### config.mk
export PLATFORM = sky130hd
export DESIGN_NAME = rms_energy_voice_gate_top
export DESIGN_NICKNAME = d
export VERILOG_FILES = /design/src/rtl/rmsg_pkg.sv /design/src/rtl/rmsg_front.sv /design/src/rtl/rmsg_queue.sv /design/src/rtl/rmsg_back.sv /design/src/rtl/rms_energy_voice_gate_top.sv
export SDC_FILE = /design/constraint.sdc
export NUM_CORES = 2
export LEC_CHECK = 0
export BUFFER_PORTS_ARGS = -buffer_cell sky130_fd_sc_hd__buf_2
export CORE_ASPECT_RATIO = 0.9
export CORE_UTILIZATION = 65
export CTS_BUF_LIST = sky130_fd_sc_hd__clkbuf_16
export DETAILED_ROUTE_END_ITERATION = 10
export GPL_TIMING_DRIVEN = 1
export PLACE_DENSITY = 0.8
export SLEW_MARGIN = 10
export SYNTH_ARGS = -nofsm -noshare
export SYNTH_HDL_FRONTEND = slang
export SYNTH_SLANG_ARGS = --single-unit
### constraint.sdc
create_clock -name clock -period 11.5 [get_ports clock]
set_input_delay 2.3 -clock clock [delete_from_list [all_inputs] [get_ports clock]]
set_output_delay 2.3 -clock clock [all_outputs]
set_load 0.03 [all_outputs]
### src/rtl/rmsg_pkg.sv
// Package for the voice gate: widths, frame constants, register codes and shared types.
package rmsg_pkg;

   localparam int FRAME_SAMPLES  = 1600;
   localparam int FRAME_MAX_FILL = FRAME_SAMPLES + FRAME_SAMPLES / 2 - 1;
   localparam int FRAME_HALF     = FRAME_SAMPLES / 2;

   localparam int SAMPLE_W = 16;
   localparam int AFTER_W  = 16;
   localparam int SQ_W     = 32;
   localparam int SUM_W    = 44;
   localparam int FILL_W   = $clog2(FRAME_MAX_FILL + 1);
   localparam int POS_W    = 24;
   localparam int EST_W    = 32;
   localparam int RMS_W    = 16;
   localparam int LEVEL_W  = 15;

   localparam int CSR_IDX_W  = 3;
   localparam int CSR_DATA_W = 15;

   localparam logic [CSR_IDX_W-1:0] CSR_GATE_MIN_RMS = 3'd0;
   localparam logic [CSR_IDX_W-1:0] CSR_VOICE_GAIN   = 3'd1;
   localparam logic [CSR_IDX_W-1:0] CSR_FLOOR_CAP    = 3'd2;
   localparam logic [CSR_IDX_W-1:0] CSR_FLOOR_START  = 3'd3;
   localparam logic [CSR_IDX_W-1:0] CSR_FALL_SHIFT   = 3'd4;
   localparam logic [CSR_IDX_W-1:0] CSR_RISE_SHIFT   = 3'd5;

   localparam logic [14:0] GATE_MIN_RMS_RST = 15'd49;
   localparam logic [7:0]  VOICE_GAIN_RST   = 8'd40;
   localparam logic [14:0] FLOOR_CAP_RST    = 15'd328;
   localparam logic [14:0] FLOOR_START_RST  = 15'd164;
   localparam logic [3:0]  FALL_SHIFT_RST   = 4'd1;
   localparam logic [4:0]  RISE_SHIFT_RST   = 5'd11;

   localparam int QUEUE_DEPTH = 4;
   localparam int QPTR_W      = $clog2(QUEUE_DEPTH);

   typedef struct packed {
      logic [14:0] gate_min_rms;
      logic [7:0]  voice_gain;
      logic [14:0] floor_cap;
      logic [14:0] floor_start;
      logic [3:0]  fall_shift;
      logic [4:0]  rise_shift;
   } cfg_type;

   // One job for the back end: a closed frame or a session start.
   typedef struct packed {
      logic              start;
      logic [SUM_W-1:0]  sum;
      logic [FILL_W-1:0] fill;
      logic [POS_W-1:0]  pos;
   } job_type;

   typedef struct packed {
      logic full;
      logic empty;
   } qstat_type;

endpackage

### src/rtl/rmsg_front.sv
// Front end: accepts samples, accumulates frame energy, emits frame-close and start jobs.
module rmsg_front (
   input  logic                            clock,
   input  logic                            reset,
   input  logic                            req_push,
   input  logic                            req_command,
   input  logic signed [rmsg_pkg::SAMPLE_W-1:0] req_sample,
   input  logic [rmsg_pkg::AFTER_W-1:0]    req_samples_after,
   input  logic                            queue_full,
   output logic                            job_push,
   output rmsg_pkg::job_type               job
);
   import rmsg_pkg::*;

   logic [SUM_W-1:0]  energy_ff, energy_in;
   logic [FILL_W-1:0] fill_ff, fill_in;
   logic [POS_W-1:0]  window_ff, window_in;

   logic                     accept;
   logic signed [SQ_W-1:0]   square;
   logic [SUM_W-1:0]         sum_next;
   logic [FILL_W-1:0]        fill_next;
   logic [POS_W-1:0]         window_next;
   logic                     close;

   always_comb begin
      accept      = req_push && !queue_full;
      square      = SQ_W'(req_sample) * SQ_W'(req_sample);
      sum_next    = energy_ff + {{(SUM_W-SQ_W){1'b0}}, $unsigned(square)};
      fill_next   = fill_ff + FILL_W'(1);
      window_next = (window_ff == {POS_W{1'b1}}) ? window_ff : window_ff + POS_W'(1);
      close = (req_samples_after == '0) ||
              (fill_next >= FILL_W'(FRAME_MAX_FILL)) ||
              ((fill_next == FILL_W'(FRAME_SAMPLES)) &&
               (req_samples_after >= AFTER_W'(FRAME_HALF)));

      energy_in = energy_ff;
      fill_in   = fill_ff;
      window_in = window_ff;
      if (accept) begin
         if (req_command) begin
            energy_in = '0;
            fill_in   = '0;
            window_in = '0;
         end else begin
            window_in = window_next;
            energy_in = close ? '0 : sum_next;
            fill_in   = close ? '0 : fill_next;
         end
      end

      job_push  = accept && (req_command || close);
      job.start = req_command;
      job.sum   = sum_next;
      job.fill  = fill_next;
      job.pos   = window_next;
   end

   always_ff @(posedge clock) begin
      if (reset) begin
         energy_ff <= '0;
         fill_ff   <= '0;
         window_ff <= '0;
      end else begin
         energy_ff <= energy_in;
         fill_ff   <= fill_in;
         window_ff <= window_in;
      end
   end

endmodule

### src/rtl/rmsg_queue.sv
// Short job queue between the front end and the back end.
module rmsg_queue (
   input  logic              clock,
   input  logic              reset,
   input  logic              push,
   input  rmsg_pkg::job_type push_job,
   input  logic              pop,
   output rmsg_pkg::job_type pop_job,
   output rmsg_pkg::qstat_type status
);
   import rmsg_pkg::*;

   job_type             slot_ff [QUEUE_DEPTH];
   logic [QPTR_W-1:0]   wr_ff, wr_in;
   logic [QPTR_W-1:0]   rd_ff, rd_in;
   logic [QPTR_W:0]     count_ff, count_in;
   logic                do_push, do_pop;

   always_comb begin
      status.full  = (count_ff == (QPTR_W+1)'(QUEUE_DEPTH));
      status.empty = (count_ff == '0);
      do_push = push && !status.full;
      do_pop  = pop && !status.empty;
      wr_in    = do_push ? wr_ff + QPTR_W'(1) : wr_ff;
      rd_in    = do_pop ? rd_ff + QPTR_W'(1) : rd_ff;
      count_in = count_ff + (QPTR_W+1)'(do_push) - (QPTR_W+1)'(do_pop);
      pop_job  = slot_ff[rd_ff];
   end

   always_ff @(posedge clock) begin
      if (do_push) begin
         slot_ff[wr_ff] <= push_job;
      end
   end

   always_ff @(posedge clock) begin
      if (reset) begin
         wr_ff    <= '0;
         rd_ff    <= '0;
         count_ff <= '0;
      end else begin
         wr_ff    <= wr_in;
         rd_ff    <= rd_in;
         count_ff <= count_in;
      end
   end

endmodule

### src/rtl/rmsg_back.sv
// Back end: divide, integer square root, noise floor update, voice decision, result register.
module rmsg_back (
   input  logic                          clock,
   input  logic                          reset,
   input  rmsg_pkg::cfg_type             cfg,
   input  rmsg_pkg::job_type             job,
   input  rmsg_pkg::qstat_type           qstat,
   output logic                          job_pop,
   output logic                          rsp_empty,
   input  logic                          rsp_pop,
   output logic [rmsg_pkg::RMS_W-1:0]    rsp_frame_rms,
   output logic                          rsp_frame_voiced,
   output logic [rmsg_pkg::LEVEL_W-1:0]  rsp_floor_level,
   output logic [rmsg_pkg::POS_W-1:0]    rsp_voiced_end
);
   import rmsg_pkg::*;

   localparam logic [2:0] ST_IDLE = 3'd0;
   localparam logic [2:0] ST_DIV  = 3'd1;
   localparam logic [2:0] ST_SQRT = 3'd2;
   localparam logic [2:0] ST_UPD  = 3'd3;
   localparam logic [2:0] ST_THR  = 3'd4;
   localparam logic [2:0] ST_DONE = 3'd5;

   localparam int DIV_CNT_W  = $clog2(SUM_W);
   localparam int SQRT_STEPS = EST_W / 2;
   localparam int SQRT_CNT_W = $clog2(SQRT_STEPS);

   logic [2:0]            state_ff, state_in;
   logic [FILL_W:0]       rem_ff, rem_in;
   logic [SUM_W-1:0]      quo_ff, quo_in;
   logic [FILL_W-1:0]     dvs_ff, dvs_in;
   logic [DIV_CNT_W-1:0]  dcnt_ff, dcnt_in;
   logic [EST_W-1:0]      sv_ff, sv_in;
   logic [EST_W-1:0]      res_ff, res_in;
   logic [EST_W-1:0]      bit_ff, bit_in;
   logic [SQRT_CNT_W-1:0] scnt_ff, scnt_in;
   logic [RMS_W-1:0]      rms_ff, rms_in;
   logic [POS_W-1:0]      pos_ff, pos_in;
   logic [EST_W-1:0]      est_ff, est_in;
   logic [POS_W-1:0]      lastv_ff, lastv_in;
   logic                  voiced_ff, voiced_in;
   logic                  out_valid_ff, out_valid_in;
   logic [RMS_W-1:0]      out_rms_ff, out_rms_in;
   logic                  out_voiced_ff, out_voiced_in;
   logic [LEVEL_W-1:0]    out_level_ff, out_level_in;
   logic [POS_W-1:0]      out_end_ff, out_end_in;

   logic [FILL_W:0]       rem_shift;
   logic                  rem_ge;
   logic [EST_W-1:0]      trial;
   logic [EST_W-1:0]      r31;
   logic [EST_W-1:0]      step_dn;
   logic [EST_W:0]        est_up;
   logic [EST_W:0]        est_new;
   logic [EST_W:0]        cap;
   logic [EST_W+7:0]      thr;
   logic [EST_W+7:0]      rms_scaled;
   logic                  out_free;

   always_comb begin
      rem_shift = {rem_ff[FILL_W-1:0], quo_ff[SUM_W-1]};
      rem_ge    = (rem_shift >= {1'b0, dvs_ff});
      trial     = res_ff + bit_ff;
      r31       = {rms_ff, {(EST_W-RMS_W){1'b0}}};
      step_dn   = est_ff - ((est_ff - r31) >> cfg.fall_shift);
      est_up    = {1'b0, est_ff} + {1'b0, (r31 - est_ff) >> cfg.rise_shift};
      est_new   = (r31 < est_ff) ? {1'b0, step_dn} : est_up;
      cap       = {2'b0, cfg.floor_cap, {(EST_W-LEVEL_W-1){1'b0}}};
      thr       = (EST_W+8)'(cfg.voice_gain) * (EST_W+8)'(est_ff);
      rms_scaled = {{(EST_W+8-RMS_W-20){1'b0}}, rms_ff, 20'b0};
      out_free  = !out_valid_ff || rsp_pop;

      state_in  = state_ff;
      rem_in    = rem_ff;
      quo_in    = quo_ff;
      dvs_in    = dvs_ff;
      dcnt_in   = dcnt_ff;
      sv_in     = sv_ff;
      res_in    = res_ff;
      bit_in    = bit_ff;
      scnt_in   = scnt_ff;
      rms_in    = rms_ff;
      pos_in    = pos_ff;
      est_in    = est_ff;
      lastv_in  = lastv_ff;
      voiced_in = voiced_ff;
      job_pop   = 1'b0;

      out_valid_in  = out_valid_ff && !rsp_pop;
      out_rms_in    = out_rms_ff;
      out_voiced_in = out_voiced_ff;
      out_level_in  = out_level_ff;
      out_end_in    = out_end_ff;

      unique case (state_ff)
         ST_IDLE: begin
            if (!qstat.empty) begin
               job_pop = 1'b1;
               if (job.start) begin
                  est_in   = {1'b0, cfg.floor_start, {(EST_W-LEVEL_W-1){1'b0}}};
                  lastv_in = '0;
               end else begin
                  rem_in   = '0;
                  quo_in   = job.sum;
                  dvs_in   = job.fill;
                  pos_in   = job.pos;
                  dcnt_in  = DIV_CNT_W'(SUM_W - 1);
                  state_in = ST_DIV;
               end
            end
         end
         ST_DIV: begin
            // One quotient bit per cycle, restoring.
            rem_in  = rem_ge ? rem_shift - {1'b0, dvs_ff} : rem_shift;
            quo_in  = {quo_ff[SUM_W-2:0], rem_ge};
            dcnt_in = dcnt_ff - DIV_CNT_W'(1);
            if (dcnt_ff == '0) begin
               sv_in    = quo_in[EST_W-1:0];
               res_in   = '0;
               bit_in   = {2'b01, {(EST_W-2){1'b0}}};
               scnt_in  = SQRT_CNT_W'(SQRT_STEPS - 1);
               state_in = ST_SQRT;
            end
         end
         ST_SQRT: begin
            // One root bit per cycle.
            if (sv_ff >= trial) begin
               sv_in  = sv_ff - trial;
               res_in = (res_ff >> 1) + bit_ff;
            end else begin
               res_in = res_ff >> 1;
            end
            bit_in  = bit_ff >> 2;
            scnt_in = scnt_ff - SQRT_CNT_W'(1);
            if (scnt_ff == '0) begin
               rms_in   = res_in[RMS_W-1:0];
               state_in = ST_UPD;
            end
         end
         ST_UPD: begin
            est_in   = (est_new > cap) ? cap[EST_W-1:0] : est_new[EST_W-1:0];
            state_in = ST_THR;
         end
         ST_THR: begin
            voiced_in = (rms_scaled >= thr) &&
                        (rms_ff >= {1'b0, cfg.gate_min_rms});
            if (voiced_in) begin
               lastv_in = pos_ff;
            end
            state_in = ST_DONE;
         end
         ST_DONE: begin
            // Hold until the result register frees up.
            if (out_free) begin
               out_valid_in  = 1'b1;
               out_rms_in    = rms_ff;
               out_voiced_in = voiced_ff;
               out_level_in  = est_ff[EST_W-2:EST_W-LEVEL_W-1];
               out_end_in    = lastv_ff;
               state_in      = ST_IDLE;
            end
         end
         default: begin
            state_in = ST_IDLE;
         end
      endcase

      rsp_empty        = !out_valid_ff;
      rsp_frame_rms    = out_rms_ff;
      rsp_frame_voiced = out_voiced_ff;
      rsp_floor_level  = out_level_ff;
      rsp_voiced_end   = out_end_ff;
   end

   always_ff @(posedge clock) begin
      if (reset) begin
         state_ff     <= ST_IDLE;
         est_ff       <= {1'b0, FLOOR_START_RST, {(EST_W-LEVEL_W-1){1'b0}}};
         lastv_ff     <= '0;
         out_valid_ff <= 1'b0;
      end else begin
         state_ff     <= state_in;
         est_ff       <= est_in;
         lastv_ff     <= lastv_in;
         out_valid_ff <= out_valid_in;
      end
   end

   always_ff @(posedge clock) begin
      rem_ff        <= rem_in;
      quo_ff        <= quo_in;
      dvs_ff        <= dvs_in;
      dcnt_ff       <= dcnt_in;
      sv_ff         <= sv_in;
      res_ff        <= res_in;
      bit_ff        <= bit_in;
      scnt_ff       <= scnt_in;
      rms_ff        <= rms_in;
      pos_ff        <= pos_in;
      voiced_ff     <= voiced_in;
      out_rms_ff    <= out_rms_in;
      out_voiced_ff <= out_voiced_in;
      out_level_ff  <= out_level_in;
      out_end_ff    <= out_end_in;
   end

endmodule

### src/rtl/rms_energy_voice_gate_top.sv
// Top level of the energy voice gate: register file and front/queue/back wiring.
//
// Input queue side: drive req_command, req_sample and req_samples_after and raise
// req_push; the transaction is taken on a clock edge where req_full is low. Samples
// are taken one per cycle while req_full is low; the front end squares and sums each.
// A frame close or a start command becomes a job in a four-entry queue; req_full
// rises only while that queue is full.
// Result queue side: while rsp_empty is low a frame result is on the rsp_ ports,
// taken with rsp_pop. A stalled result holds; the back end then waits on it while
// the job queue keeps absorbing input until it fills.
// From the closing sample to its result: the job enters the queue on the accepting
// edge; the back end then pops it, runs the divider (one quotient bit a cycle) and the
// square root (one bit a cycle), then updates the floor, applies the threshold and
// loads the output register. The back end takes one frame at a time and pops no new
// job until that result is loaded; a start job is handled in the idle state itself.
// CSR port: csr_ready is always high; write only while the block is idle.
// Reset (synchronous): registers return to their defaults, the noise floor is
// loaded from the default start level, and both queues come up empty.
module rms_energy_voice_gate_top (
   input  logic                                   clock,
   input  logic                                   reset,
   input  logic                                   req_push,
   output logic                                   req_full,
   input  logic                                   req_command,
   input  logic signed [rmsg_pkg::SAMPLE_W-1:0]   req_sample,
   input  logic [rmsg_pkg::AFTER_W-1:0]           req_samples_after,
   output logic                                   rsp_empty,
   input  logic                                   rsp_pop,
   output logic [rmsg_pkg::RMS_W-1:0]             rsp_frame_rms,
   output logic                                   rsp_frame_voiced,
   output logic [rmsg_pkg::LEVEL_W-1:0]           rsp_floor_level,
   output logic [rmsg_pkg::POS_W-1:0]             rsp_voiced_end,
   input  logic                                   csr_valid,
   output logic                                   csr_ready,
   input  logic [rmsg_pkg::CSR_IDX_W-1:0]         csr_index,
   input  logic [rmsg_pkg::CSR_DATA_W-1:0]        csr_data
);
   import rmsg_pkg::*;

   cfg_type   cfg_ff, cfg_in;
   job_type   push_job, pop_job;
   logic      job_push, job_pop;
   qstat_type qstat;

   always_comb begin
      csr_ready = 1'b1;
      cfg_in    = cfg_ff;
      if (csr_valid) begin
         unique case (csr_index)
            CSR_GATE_MIN_RMS: cfg_in.gate_min_rms = csr_data;
            CSR_VOICE_GAIN:   cfg_in.voice_gain   = csr_data[7:0];
            CSR_FLOOR_CAP:    cfg_in.floor_cap    = csr_data;
            CSR_FLOOR_START:  cfg_in.floor_start  = csr_data;
            CSR_FALL_SHIFT:   cfg_in.fall_shift   = csr_data[3:0];
            CSR_RISE_SHIFT:   cfg_in.rise_shift   = csr_data[4:0];
            default: begin
               cfg_in = cfg_ff;
            end
         endcase
      end
   end

   always_ff @(posedge clock) begin
      if (reset) begin
         cfg_ff.gate_min_rms <= GATE_MIN_RMS_RST;
         cfg_ff.voice_gain   <= VOICE_GAIN_RST;
         cfg_ff.floor_cap    <= FLOOR_CAP_RST;
         cfg_ff.floor_start  <= FLOOR_START_RST;
         cfg_ff.fall_shift   <= FALL_SHIFT_RST;
         cfg_ff.rise_shift   <= RISE_SHIFT_RST;
      end else begin
         cfg_ff <= cfg_in;
      end
   end

   assign req_full = qstat.full;

   rmsg_front u_front (
      .clock             (clock),
      .reset             (reset),
      .req_push          (req_push),
      .req_command       (req_command),
      .req_sample        (req_sample),
      .req_samples_after (req_samples_after),
      .queue_full        (qstat.full),
      .job_push          (job_push),
      .job               (push_job)
   );

   rmsg_queue u_queue (
      .clock    (clock),
      .reset    (reset),
      .push     (job_push),
      .push_job (push_job),
      .pop      (job_pop),
      .pop_job  (pop_job),
      .status   (qstat)
   );

   rmsg_back u_back (
      .clock            (clock),
      .reset            (reset),
      .cfg              (cfg_ff),
      .job              (pop_job),
      .qstat            (qstat),
      .job_pop          (job_pop),
      .rsp_empty        (rsp_empty),
      .rsp_pop          (rsp_pop),
      .rsp_frame_rms    (rsp_frame_rms),
      .rsp_frame_voiced (rsp_frame_voiced),
      .rsp_floor_level  (rsp_floor_level),
      .rsp_voiced_end   (rsp_voiced_end)
   );

endmodule

; Yosys cells after proc, flatten, opt, wreduce, memory -nomap -nowiden
; Memories as Yosys holds them, arrays and structs flattened. A register that Yosys moved wholly into a read port is not among the register bits.
; Cells that the tools add are included.
[op_classes]
add_sub_neg = 17
magnitude_cmp = 8
reduce_logical = 40
mux = 49
n_shift = 2
n_mul = 2
bitwise_logic = 2
n_eq_ne = 21
[op_table]
columns = cell, n
row1 = $mux W32, 8
row2 = $pmux W32 S2, 4
row3 = $mux W44, 4
row4 = $sub A32 B32 Y32, 4
row5 = $mux W24, 5
row6 = $pmux W44 S2, 1
row7 = $mux W12, 5
row8 = $pmux W24 S2, 1
row9 = $add A44 B32 Y44, 1
row10 = $ge A36 B40 Y1, 1
row11 = $mul A8 B32 Y40, 1
row12 = $add A32 B32 Y33, 1
row13 = $gt A33 B31 Y1, 1
row14 = $mux W33, 1
row15 = $add A31 B32 Y32, 1
row16 = $add A32 B32 Y32, 1
row17 = $ge A32 B32 Y1, 1
row18 = $lt A32 B32 Y1, 1
row19 = $mul A16 B16 Y32, 1
row20 = $shr A32 B4 Y32, 1
row21 = $shr A32 B5 Y32, 1
row22 = $add A24 B1 Y24 const B, 1
row23 = $eq A24 B24 Y1 const B, 1
row24 = $pmux W12 S2, 1
row25 = other kinds (38), 93
[word_totals]
ramBits = 324
ff_bits = 480
inputBits = 56
output_inout_bits = 59
elab_cells = 173
memories = 1
[memory_table]
columns = name, depth, word_bits, rd, rd_clocked_by_memory_dff, wr, line
row1 = u_queue.slot_ff, 4, 81, 1, 1, 1, rmsg_queue.sv:13  ; job_type slot_ff [QUEUE_DEPTH];

; Depth between registers and ports, before layout
[logic_depth]
ltp_word = 9
depth_mapped = 42
ltp_nobuf = 40

; Cells and area by module
; Synthesis repeated with hierarchy kept, for this count alone.
[hier_totals]
hier_cells = 6446
hier_area_um2 = 63793.7
[by_module_without_submodules]
columns = module, instances, area_each_um2, seq_area_each_um2, cells_each
row1 = rmsg_back, 1, 33388.3, 8858.5, 3850
row2 = rmsg_front, 1, 15607.5, 1601.5, 1880
row3 = rmsg_queue, 1, 12236.7, 9909.5, 474
row4 = rms_energy_voice_gate_top, 1, 2561.2, 1241.2, 242

; Least setup slack after synthesis
; Ideal clock, no wire load.
[synth_path]
path_kind = input -> register
startpoint = in req_sample[1] (netlist bit)
endpoint = mem u_queue.slot_ff[0][70] (netlist bit), data pin
setup_time_ns = 0.274
slack_ns = 0.811
n_path_buf = 4
t_required_ns = 11.226
arrival_ns = 10.415
path_stages = 33
cell_sequence = clkbuf_1 > clkbuf_1 > nand2_1 > fa_1 > fa_1 > fa_1 > inv_1 > fa_1 > fa_1 > inv_1 > fa_1 > inv_1 > ha_1 > a21o_1 > a21o_1 > a21o_1 > a21o_1 > a2111oi_0 > o21a_1 > xnor2_1 > ha_1 > clkbuf_1 > and4_1 > a221oi_1 > nor2b_1 > or3_1 > nor3b_1 > o21ai_0 > a2111o_1 > nand2_1 > clkbuf_1 > nor2_1 > xor2_1
[synth_rtl]
columns = item, line
row1 = "start, declared", rms_energy_voice_gate_top.sv:25  ; input logic signed [rmsg_pkg::SAMPLE_W-1:0] req_sample,
row2 = "end, declared", rmsg_queue.sv:13

==> flow_summary.ini <==
[cells_and_area]
design_area_um2 = 67700
fillers = 7003
diodes = 0
layout-drive-gt1-share_pct = 8.98
final_nets = 7334
area_growth_pct = 7.29
layout.cells.non_filler = 7776
ff_latch_area_um2 = 21600
multi_input_area_um2 = 37700

[synthesis]
ys_seq_area_share_pct = 34.2
synth_top_cell_by_area = edfxtp_1
synth.most_common_cell = nand2_1
async_reset_ff_share_pct = 0
yosysUniqueCellTypes = 98
syn_area_um2 = 63100
synth_top_area_share_pct = 27.5
synthTopCellsByArea = edfxtp_1, fa_1, ha_1
yosys_warnings = 0
synth_ff_type = edfxtp_1
yosys-top-cells-count = nand2_1, inv_1, edfxtp_1
syn_avg_cell_area_um2 = 9.79
synthCells = 6447
synth_seq_cells = 790
synth_nets = 7338
synth-edff-count = 579

[setup_path]
rr_worst_depth = 38
startpoint_type = input pin
cp.arrival_ns = 11.36
cpMaxStageDelayCell = a2111oi_1
cp_data_required_time_ns = 11.94
crit_fanout = 18
crit_type = in2reg
critPathMaxStageDelay_ns = 0.69
end_kind = flop
cpMostUsedCell = inv_1

[timing]
finalSetupViolCount = 0
min_period_over_period_pct = 95.0
fin_skew_ns = 0.0511
setup_slack_ns = 0.580
tightest_slew_ns = 1.27
min_period_ns = 10.92
final_max_slew_viol_count = 0
timing.final.hold_violations = 0
slew_headroom_pct = 15.1
clock.fmax_ghz = 0.0916
setup_tns_ns = 0
rsz0062_at_grt = no

[floorplan]
die_y_um = 298
num_rows = 108
die_x_um = 331
io_pins = 115
start_util_pct = 65.5
die_area_um2 = 98400
core_um2 = 96300

[pwr]
p_leak_uw = 0.0283
pwr-share-seq_pct = 24.2
powerDensity_nw_per_um2 = 315
peakVddDrop_mv = 0.816
switching_share_pct = 46.2
clkPwrFrac_pct = 12.4
switching_power_uw = 9870
comb_power_share_pct = 63.4
intPower_uw = 11500

[drt]
finalWirelength_um = 167000
wl_per_cell_um = 21.4
ant_nets = 0
vias = 49000
initialDrtViolationCount = 5148
drc = 0
first_pass_iters = 6
viasPerCell = 6.31

[global_routing]
grt_max_degree = 82
grtUsageTotal_pct = 33.8
grt_pass1_wl_um = 262000
antenna_found_initial = 2
overflow = 0
grt_pass1_vias = 47600

[placed_design]
dp_cells = 7626
placed_cell_area_um2 = 65100
place.gp.congestion = 1.01
port_buffers = 113
pre_cts_slack_ns = 0.00888
hpwl_um = 121000

[clock_network]
cts_tree = done
holdBufCountCts = 0
clockBufferDepth = 3
htree_levels = 3
clock-sinks = 790
ctsRootBufferMaster = clkbuf_16
clk_pin_slew_ns = 0.07
clkLatencyLatePin_ns = 0.69
cts_made_buffers = 80

[min_path]
hp-class = reg2reg
min_path_cells = 0

[outcome]
outcome = completed

[run]
max-cap-violations = 0
[per-layer routing]
metal	share of wire, %	vias to the layer above	track usage, %
met1	41	23900	47.4
met2	46	2170	52.8
li1	-	22500	-
met5	0.0084	-	0
met4	3.8	2	12.2
met3	9.2	403	6.19
[final cells by class]
cell class / count / share of cell area (%)
multi-input combinational: 4640 / 55.7
timing repair buffer: 240 / 2.25
sequential: 790 / 31.9
clock inverter: 70 / 1.00
inverter: 691 / 3.83
tap: 1265 / 2.34
clock buffer: 80 / 2.96
[cell families (layout without fill, tap and decap cells)]
kind of cell / Yosys count / count (layout) / synth area share, %
flip-flops: 790 / 790 / 34.2
other: 1 / 1 / 0.00594
multiplexers: 239 / 239 / 5.85
adder cells (fa/ha/maj): 835 / 835 / 21.6
AND/OR/NAND/NOR: 1975 / 1975 / 14.7
AO/OA/AOI/OAI: 1282 / 1282 / 13.3
buffers and inverters: 1017 / 1081 / 6.09
XOR/XNOR: 308 / 308 / 4.27
[path summary, 6_finish.rpt]
check	from	end	slack [ns]
hold / removal	u_back.voiced_ff	u_back.rsp_frame_voiced	0.43
setup reg to reg	u_back.rms_ff[0]	u_back.est_ff[26]	0.67
hold reg to reg	u_back.voiced_ff	u_back.rsp_frame_voiced	0.43
setup / recovery	req_sample[9]	u_queue.slot_ff[1][70]	0.58
[through the flow]
stage / total power [µW] / hold WS [ns] / util (%)
4_1_cts: 21200 / 0.426 / 70.3
2_1_floorplan: 15000 / 0.400 / -
5_1_grt: 22700 / 0.437 / 70.3
3_5_place_dp: 18300 / 0.411 / 67.5
3_3_place_gp: 17700 / 0.406 / 67.5
6_report: 21400 / 0.426 / 70.3
[registers in the layout, summed over array words and instances, names as in the netlist, 32 cells and up, named ones only]
register           flops
u_queue.slot_ff      324
cfg_ff                62
u_back.quo_ff         44
u_front.energy_ff     44
u_back.est_ff         32
u_back.res_ff         32
u_back.sv_ff          32
[power by group through the flow]
stage	clock [µW]	combinational, µW	sequential [µW]
floorplan	0	9940	5110
global placement	0	12500	5190
detailed placement	0	13100	5210
CTS	2680	13300	5160
global route	2780	14800	5200
finish	2650	13500	5170
[cell usage in the layout, fill, tap and decap left out, types with 18 or more instances in the layout]
cell type	count
buf_2	112
o211ai_1	32
or2_2	22
nand4_1	85
and3_1	38
edfxtp_1	579
o21bai_1	40
o21a_1	40
nand2_1	801
clkinv_2	20
nor3_1	95
and2_1	197
a21o_1	121
a22oi_1	51
nand3_1	124
nor4_1	22
nor2b_1	45
dfxtp_1	206
o22ai_1	21
xnor2_1	201
nor2_1	377
inv_1	694
a31oi_1	65
mux2_2	39
o31ai_1	24
mux2i_1	99
ha_1	411
or3_1	42
clkbuf_16	80
xor2_1	107
o311ai_0	30
a21oi_1	396
o21ai_0	210
nand2b_1	42
buf_4	127
a211oi_1	52
clkinv_1	18
mux4_2	100
fa_1	424
[repair_timing]
item / CTS / global route
endpoints found under the setup margin: 0 / 14
setup buffers: 0 / 0
resized for setup: 0 / 1
[worst max-delay path, delay by kind of cell]
family / cells / cell delay, ns
adders and majority gates: 8 / 3.62
buffers and inverters: 8 / 0.70
xor gates and xnor gates: 2 / 0.43
AOI/OAI and AO/OA: 6 / 2.10
and+or+nand+nor: 10 / 2.18
Note: power is estimated with default switching activity, not from simulation.
